## config.mk

```make
export PLATFORM = sky130hd
export DESIGN_NAME = utf8_stream_decoder
export DESIGN_NICKNAME = d
export VERILOG_FILES = /design/src/rtl/utf8sd_pkg.sv /design/src/rtl/utf8_stream_decoder.sv /design/src/rtl/utf8sd_decode.sv /design/src/rtl/utf8sd_outbuf.sv
export SDC_FILE = /design/constraint.sdc
export NUM_CORES = 1
export LEC_CHECK = 0
export BUFFER_PORTS_ARGS = -buffer_cell sky130_fd_sc_hd__buf_2
export CAP_MARGIN = 10
export CORE_MARGIN = 3
export CORE_UTILIZATION = 45
export DETAILED_ROUTE_END_ITERATION = 8
export PLACE_DENSITY_LB_ADDON = 0.15
export SYNTH_ARGS = -nofsm -noshare
export SYNTH_HDL_FRONTEND = slang
export SYNTH_HIERARCHICAL = 1
export SYNTH_SLANG_ARGS = --single-unit
export TNS_END_PERCENT = 100
```

## constraint.sdc

```tcl
create_clock -name clk_i -period 6.7 [get_ports clk_i]
set_clock_uncertainty 0.05 [all_clocks]
set_input_delay 1.005 -clock clk_i [delete_from_list [all_inputs] [get_ports clk_i]]
set_output_delay 1.005 -clock clk_i [all_outputs]
set_load 0.005 [all_outputs]
```

## src/rtl/utf8sd_pkg.sv

```systemverilog
// Package for the UTF-8 stream decoder: result burst type and fixed constants.
// Used by utf8sd_decode, utf8sd_outbuf, utf8_stream_decoder and its checker.
`timescale 1ns / 1ps
`default_nettype none

package utf8sd_pkg;

  localparam int unsigned UnitW    = 21;
  localparam int unsigned MaxRes   = 4;
  localparam int unsigned CountW   = 3;
  localparam int unsigned IdxW     = 2;

  localparam logic [UnitW-1:0] Repl     = 21'h00FFFD;
  localparam logic [UnitW-1:0] HiSurr   = 21'h00D800;
  localparam logic [UnitW-1:0] LoSurr   = 21'h00DC00;
  localparam logic [UnitW-1:0] SuppBase = 21'h010000;
  localparam logic [UnitW-1:0] BmpMax   = 21'h00FFFF;

  localparam logic [2:0] LenNone = 3'd0;
  localparam logic [2:0] LenTwo  = 3'd2;
  localparam logic [2:0] LenThree = 3'd3;
  localparam logic [2:0] LenFour = 3'd4;

  typedef struct packed {
    logic [CountW-1:0]           count;
    logic [MaxRes-1:0][UnitW-1:0] units;
    logic [MaxRes-1:0]           reps;
    logic                        eos;
  } burst_t;

endpackage

`default_nettype wire

```

## src/rtl/utf8_stream_decoder.sv

```systemverilog
// UTF-8 stream decoder top level: mode register, byte decoder and result buffer.
// Depends on utf8sd_pkg, utf8sd_decode and utf8sd_outbuf.
`timescale 1ns / 1ps
`default_nettype none

// The decoder takes one UTF-8 byte per cycle while the result buffer is free and
// returns code points, or UTF-16 units with surrogate pairs when the mode bit is
// set. A byte that yields k results (replacements for a broken sequence, or a
// surrogate pair) holds the input until the last of them is taken, since the
// result buffer hands out one result per cycle while out_ready_i is high, up to
// four per byte. Bytes that only extend a pending sequence give no result. Write
// the mode bit only while no results are in flight.
module utf8_stream_decoder (
  input  wire logic        clk_i,
  input  wire logic        rst_ni,
  input  wire logic        cfg_we_i,
  input  wire logic        cfg_wdata_i,
  input  wire logic        in_valid_i,
  output logic             in_ready_o,
  input  wire logic [7:0]  data_byte_i,
  input  wire logic        end_of_string_i,
  output logic             out_valid_o,
  input  wire logic        out_ready_i,
  output logic [20:0]      unit_o,
  output logic             replaced_o,
  output logic             run_last_o,
  output logic             string_done_o
);

  logic               mode_q;
  logic               in_fire;
  utf8sd_pkg::burst_t burst;

  assign in_fire = in_valid_i && in_ready_o;

  always_ff @(posedge clk_i or negedge rst_ni) begin
    if (!rst_ni) begin
      mode_q <= 1'b0;
    end else if (cfg_we_i) begin
      mode_q <= cfg_wdata_i;
    end
  end

  utf8sd_decode u_decode (
    .clk_i           (clk_i),
    .rst_ni          (rst_ni),
    .fire_i          (in_fire),
    .mode_i          (mode_q),
    .data_byte_i     (data_byte_i),
    .end_of_string_i (end_of_string_i),
    .burst_o         (burst)
  );

  utf8sd_outbuf u_outbuf (
    .clk_i         (clk_i),
    .rst_ni        (rst_ni),
    .load_i        (in_fire),
    .burst_i       (burst),
    .free_o        (in_ready_o),
    .out_valid_o   (out_valid_o),
    .out_ready_i   (out_ready_i),
    .unit_o        (unit_o),
    .replaced_o    (replaced_o),
    .run_last_o    (run_last_o),
    .string_done_o (string_done_o)
  );

endmodule

`default_nettype wire

```

## src/rtl/utf8sd_decode.sv

```systemverilog
// Sequence state registers and the single-pass decode of one input byte into a
// burst of up to four results. Depends on utf8sd_pkg.
`timescale 1ns / 1ps
`default_nettype none

module utf8sd_decode (
  input  wire logic              clk_i,
  input  wire logic              rst_ni,
  input  wire logic              fire_i,
  input  wire logic              mode_i,
  input  wire logic [7:0]        data_byte_i,
  input  wire logic              end_of_string_i,
  output utf8sd_pkg::burst_t     burst_o
);

  logic [utf8sd_pkg::UnitW-1:0] pc_q, pc_d;
  logic [2:0]                   len_q, len_d;
  logic [1:0]                   br_q, br_d;

  logic [utf8sd_pkg::UnitW-1:0] pc_app;
  logic [1:0]                   br_inc;
  logic                         is_cont;
  logic [1:0]                   repl_cnt;
  logic                         tail_v;
  logic                         tail_rep;
  logic [utf8sd_pkg::UnitW-1:0] tail_cp;
  logic [utf8sd_pkg::UnitW-1:0] supp_v;
  logic                         split;
  logic                         fresh;
  logic [utf8sd_pkg::UnitW-1:0] lead_pc;
  logic [2:0]                   lead_len;

  assign is_cont = (data_byte_i[7:6] == 2'b10);
  assign pc_app  = {pc_q[utf8sd_pkg::UnitW-7:0], data_byte_i[5:0]};
  assign br_inc  = br_q + 2'd1;

  always_comb begin
    lead_pc  = '0;
    lead_len = utf8sd_pkg::LenNone;
    if (data_byte_i[7:5] == 3'b110) begin
      lead_pc  = {16'd0, data_byte_i[4:0]};
      lead_len = utf8sd_pkg::LenTwo;
    end else if (data_byte_i[7:4] == 4'b1110) begin
      lead_pc  = {17'd0, data_byte_i[3:0]};
      lead_len = utf8sd_pkg::LenThree;
    end else if (data_byte_i[7:3] == 5'b11110) begin
      lead_pc  = {18'd0, data_byte_i[2:0]};
      lead_len = utf8sd_pkg::LenFour;
    end
  end

  always_comb begin
    pc_d     = pc_q;
    len_d    = len_q;
    br_d     = br_q;
    repl_cnt = 2'd0;
    tail_v   = 1'b0;
    tail_rep = 1'b0;
    tail_cp  = '0;
    fresh    = 1'b0;
    if (len_q != utf8sd_pkg::LenNone) begin
      if (is_cont) begin
        if (({1'b0, br_inc} + 3'd1) >= len_q) begin
          tail_v  = 1'b1;
          tail_cp = pc_app;
          pc_d    = '0;
          len_d   = utf8sd_pkg::LenNone;
          br_d    = '0;
        end else if (end_of_string_i) begin
          repl_cnt = br_inc + 2'd1;
        end else begin
          pc_d = pc_app;
          br_d = br_inc;
        end
      end else begin
        repl_cnt = br_q + 2'd1;
        pc_d     = '0;
        len_d    = utf8sd_pkg::LenNone;
        br_d     = '0;
        fresh    = 1'b1;
      end
    end else begin
      fresh = 1'b1;
    end

    if (fresh) begin
      if (!data_byte_i[7]) begin
        tail_v  = 1'b1;
        tail_cp = {13'd0, data_byte_i};
      end else if (lead_len == utf8sd_pkg::LenNone || end_of_string_i) begin
        tail_v   = 1'b1;
        tail_rep = 1'b1;
        tail_cp  = utf8sd_pkg::Repl;
      end else begin
        pc_d  = lead_pc;
        len_d = lead_len;
        br_d  = '0;
      end
    end

    if (end_of_string_i) begin
      pc_d  = '0;
      len_d = utf8sd_pkg::LenNone;
      br_d  = '0;
    end
  end

  assign supp_v = tail_cp - utf8sd_pkg::SuppBase;
  assign split  = mode_i && (tail_cp > utf8sd_pkg::BmpMax);

  always_comb begin
    logic [1:0] tail_cnt;
    tail_cnt = tail_v ? (split ? 2'd2 : 2'd1) : 2'd0;
    burst_o.count = {1'b0, repl_cnt} + {1'b0, tail_cnt};
    burst_o.eos   = end_of_string_i;
    for (int i = 0; i < utf8sd_pkg::MaxRes; i++) begin
      burst_o.units[i] = utf8sd_pkg::Repl;
      burst_o.reps[i]  = 1'b1;
      if (i[1:0] == repl_cnt) begin
        burst_o.reps[i]  = tail_rep;
        burst_o.units[i] = split ? (utf8sd_pkg::HiSurr + {10'd0, supp_v[20:10]}) : tail_cp;
      end else if (i > int'(repl_cnt)) begin
        burst_o.reps[i]  = tail_rep;
        burst_o.units[i] = utf8sd_pkg::LoSurr + {11'd0, supp_v[9:0]};
      end
    end
  end

  always_ff @(posedge clk_i or negedge rst_ni) begin
    if (!rst_ni) begin
      pc_q  <= '0;
      len_q <= utf8sd_pkg::LenNone;
      br_q  <= '0;
    end else if (fire_i) begin
      pc_q  <= pc_d;
      len_q <= len_d;
      br_q  <= br_d;
    end
  end

endmodule

`default_nettype wire

```

## src/rtl/utf8sd_outbuf.sv

```systemverilog
// Result register that holds one burst and hands its results out one per cycle while out_ready_i is high.
// Depends on utf8sd_pkg.
`timescale 1ns / 1ps
`default_nettype none

module utf8sd_outbuf (
  input  wire logic                          clk_i,
  input  wire logic                          rst_ni,
  input  wire logic                          load_i,
  input  utf8sd_pkg::burst_t                 burst_i,
  output logic                               free_o,
  output logic                               out_valid_o,
  input  wire logic                          out_ready_i,
  output logic [utf8sd_pkg::UnitW-1:0]       unit_o,
  output logic                               replaced_o,
  output logic                               run_last_o,
  output logic                               string_done_o
);

  logic                            valid_q, valid_d;
  logic [utf8sd_pkg::IdxW-1:0]     idx_q, idx_d;
  utf8sd_pkg::burst_t              buf_q;
  logic                            last;
  logic                            take;

  assign last          = ({1'b0, idx_q} == (buf_q.count - 3'd1));
  assign take          = valid_q && out_ready_i;
  assign free_o        = !valid_q || (out_ready_i && last);
  assign out_valid_o   = valid_q;
  assign unit_o        = buf_q.units[idx_q];
  assign replaced_o    = buf_q.reps[idx_q];
  assign run_last_o    = last;
  assign string_done_o = last && buf_q.eos;

  always_comb begin
    valid_d = valid_q;
    idx_d   = idx_q;
    if (take) begin
      if (last) begin
        valid_d = 1'b0;
      end else begin
        idx_d = idx_q + 2'd1;
      end
    end
    if (load_i && (burst_i.count != '0)) begin
      valid_d = 1'b1;
      idx_d   = '0;
    end
  end

  always_ff @(posedge clk_i or negedge rst_ni) begin
    if (!rst_ni) begin
      valid_q <= 1'b0;
      idx_q   <= '0;
    end else begin
      valid_q <= valid_d;
      idx_q   <= idx_d;
    end
  end

  always_ff @(posedge clk_i) begin
    if (load_i && (burst_i.count != '0)) begin
      buf_q <= burst_i;
    end
  end

endmodule

`default_nettype wire

```

==> results.md <==
* Vias at 3545
* Max frequency at 163.3 MHz
* Synth warnings at 6
* First-pass GRT wire length at 19.03 mm
* CTS Hold Bufs at 0
* N_diodes at 0
* Routability Congestion at 0.9054
* Vias in the first global route at 3450
* Gate power share at 0.259
* Post-synth ARST share at 0.2069
* Clock power frac at 0.343
* Worst VDD drop at 146.6 µV
* Sw frac at 0.2779
* I/O Buffers at 40
* Setup_tns at 0 ps
* Primary FF master, synth: edfxtp_1
* Multi-input gate area at 2113 µm²
* Final setup violating endpoints at 0
* Crit path DAT at 6190 ps
* Die H at 119.0 µm
* RSZ-0062 raised after global routing: false
* Clock sinks at 116
* Critical path type: reg2reg
* Switching power at 0.7027 mW
* PostCTS Resize Cnt at 0
* Clock transition at path regs at 50 ps
* #FFs+latches synth at 116
* Root buffer cell: clkbuf_16
* Tcrit/Tclk final at 0.9139
* Critical Path Slowest Stage Cell: and2_1
* Crit end category: register
* CP max stage delay at 540 ps
* Worst Path Max Fanout at 35
* H-tree levels at 4
* Post-route ant nets at 0
* Worst Tran Pin Value at 875.3 ps
* MaxCap Viol Count at 0
* Final #Nets at 495
* Number of synthesized flops with an enable pin at 92
* Final WS setup at 576.8 ps
* Power Density at 382.7 nW/µm²
* Synth cell types at 58
* Synth Instances at 428
* Die ar. at 14170 µm²
* Pre-Repair DR Iteration Count at 6
* I/O pin count at 41
* Gr ovfl total at 0
* DPL Wire Length at 8.528 mm
* Worst endpoint required time at 6770 ps
* Reg power frac at 0.398
* GRT Util Overall at 0.1790
* Fill cells at 1022
* Post-Syn Area at 5748 µm²
* FF+latch area at 3363 µm²
* Internal power at 1.826 mW
* Critical Path Source Type: register
* Post-synthesis sequential area ratio at 0.5851
* Post-DR wirelength/cell at 18.22 µm
* Mean Syn Cell Area at 13.43 µm²
* Via density at 5.437
* Layout cell share with drive strength beyond 1 at 0.2211
* Postcts setup bufs at 0
* Initial core utilization at 0.4688
* CTS tree: yes
* Routed WL at 11.88 mm
* Placed Instances at 618
* Most frequent cells in the layout: 92 x edfxtp_1, 42 x nand2_1, 40 x buf_2, 24 x dfrtp_1, 20 x nand3_1
* Hold_ws at 472.5 ps
* Cell Rows at 40
* Most frequent CP cell: ha_1
* Clock period minus worst slack at 6123 ps
* Most common cell after layout, fill and taps aside: edfxtp_1
* Skew-Pair Late Insertion Delay at 410 ps
* Core area at 12260 µm²
* Die W at 119.0 µm
* Largest net degree at the start of global routing at 58
* Initial drt markers at 305
* Cell Chain, Critical Path: inv_1 -> ha_1 -> xor2_1 -> ha_1 -> nand2_2 -> o21ai_4 -> and2_1 -> nand2_1 -> ha_1 -> nand3b_1 -> o311a_1 -> nand2_1 -> inv_1 -> nor2_1 -> ha_1 -> fa_1 -> o31ai_2 -> clkinv_2 -> buf_4
* Initial antenna violation count at 0
* Final Hold Viols at 0
* Pre-CTS worst setup slack at 465.9 ps
* Status: finished clean
* Area Growth Syn to Fin at 14.93%
* Worst rel slew slack at 0.4165
* # DRC at 0
* Fin cells at 652
* Max Slew Vio Count at 0
* Maximum clock path buffer count at 2
* Worst min-delay path class: reg2reg
* Pleak at 2.502 nW
* TritonCTS buffer count at 17
## registers in the layout, summed over array words and instances (netlist names)
name	cells
mode_q	1
u_decode/br_q	2
u_decode/len_q	3
u_decode/pc_q	15
u_outbuf/buf_q	92
u_outbuf/idx_q	2
u_outbuf/out_valid_o	1
## Yosys cell counts (3+ instances only)
library cell,count,area share
and2_1,8,0.0087
nand4_1,3,0.0033
xnor2_1,5,0.0076
nand2b_1,6,0.0065
clkbuf_1,4,0.0026
mux4_2,13,0.051
inv_1,19,0.012
ha_1,8,0.017
o21ai_0,17,0.015
nor3_1,10,0.0087
a22o_1,14,0.021
a21o_1,6,0.0078
o211ai_1,6,0.0078
buf_2,11,0.0096
a21oi_1,17,0.015
nor2b_1,3,0.0033
nor2_1,9,0.0059
edfxtp_1,92,0.48
buf_6,4,0.0078
xor2_1,4,0.0061
buf_4,19,0.025
nand2_1,42,0.027
dfrtp_1,24,0.10
a32o_1,3,0.0052
nand3_1,20,0.017
o21ai_1,4,0.0035
and3_1,7,0.0076
mux4_1,9,0.041
o21a_1,3,0.0039
## layout make-up
cell class,instances,share of cell area
well taps,168,0.03182
inverters,19,0.01098
clock buffers,20,0.06610
multi-input cells,269,0.3199
flip-flops and latches,116,0.5091
clock inverters,12,0.02083
repair buffers,48,0.04129
## worst paths after layout
| check | from | end | slack (ps) | depth (start not counted) |
|---|---|---|---|---|
| max | u_decode/br_q[0] | u_outbuf/buf_q[55] | 580 | 19 |
| min | u_decode/br_q[1] | u_decode/br_q[1] | 470 | 1 |
| max reg2reg | u_decode/br_q[0] | u_outbuf/buf_q[55] | 580 | 19 |
| min reg2reg | u_decode/br_q[1] | u_decode/br_q[1] | 470 | 1 |
| max in group asynchronous | rst_ni | u_decode/pc_q[6] | 5660 | 1 |
| min in group asynchronous | rst_ni | u_decode/len_q[2] | 550 | 1 |
## stage by stage
step             util  power [mW]  instance area, µm²
3_5_place_dp   0.4903       1.681                6012
2_1_floorplan       -       1.481                5801
4_1_cts        0.5371       2.553                6586
5_1_grt        0.5388       2.657                6606
6_report       0.5388       2.528                6606
3_3_place_gp   0.4903       1.667                6012
## power groups by stage
stage	registers (mW)	logic (mW)	clock network [mW]
floorplan	1.00	0.478	0
global placement	1.02	0.650	0
detailed placement	1.02	0.658	0
CTS	1.01	0.660	0.883
global route	1.02	0.719	0.916
finish	1.01	0.655	0.866
## critical path: cells and delay by family (launching register included)
family	cells	cell delay, ps
compound gates	3	1100
xor+xnor	1	220
fa+ha+maj	5	1710
buf+inv	4	880
flops	1	470
simple gates	6	1380
## layer usage
layer / up-vias / global-route usage / routed length [µm]
li1: 1693 / - / -
met1: 1733 / 0.2484 / 5306
met2: 105 / 0.2646 / 5650
met3: 14 / 0.05840 / 709
met4: 0 / 0.06445 / 213
met5: - / 0 / 0
## cell families (layout without fill, tap and decap cells)
| logic type | Yosys count | in the layout | synth area share |
|---|---|---|---|
| AO/OA/AOI/OAI | 90 | 90 | 0.1147 |
| XOR/XNOR | 10 | 10 | 0.01654 |
| adder cells (fa/ha/maj) | 9 | 9 | 0.02090 |
| buffers and inverters | 57 | 99 | 0.05725 |
| flip-flops | 116 | 116 | 0.5851 |
| multiplexers | 27 | 27 | 0.1021 |
| other | 1 | 15 | 0.0006524 |
| AND/OR/NAND/NOR | 118 | 118 | 0.1027 |
Note: power is estimated with default switching activity, not from simulation.
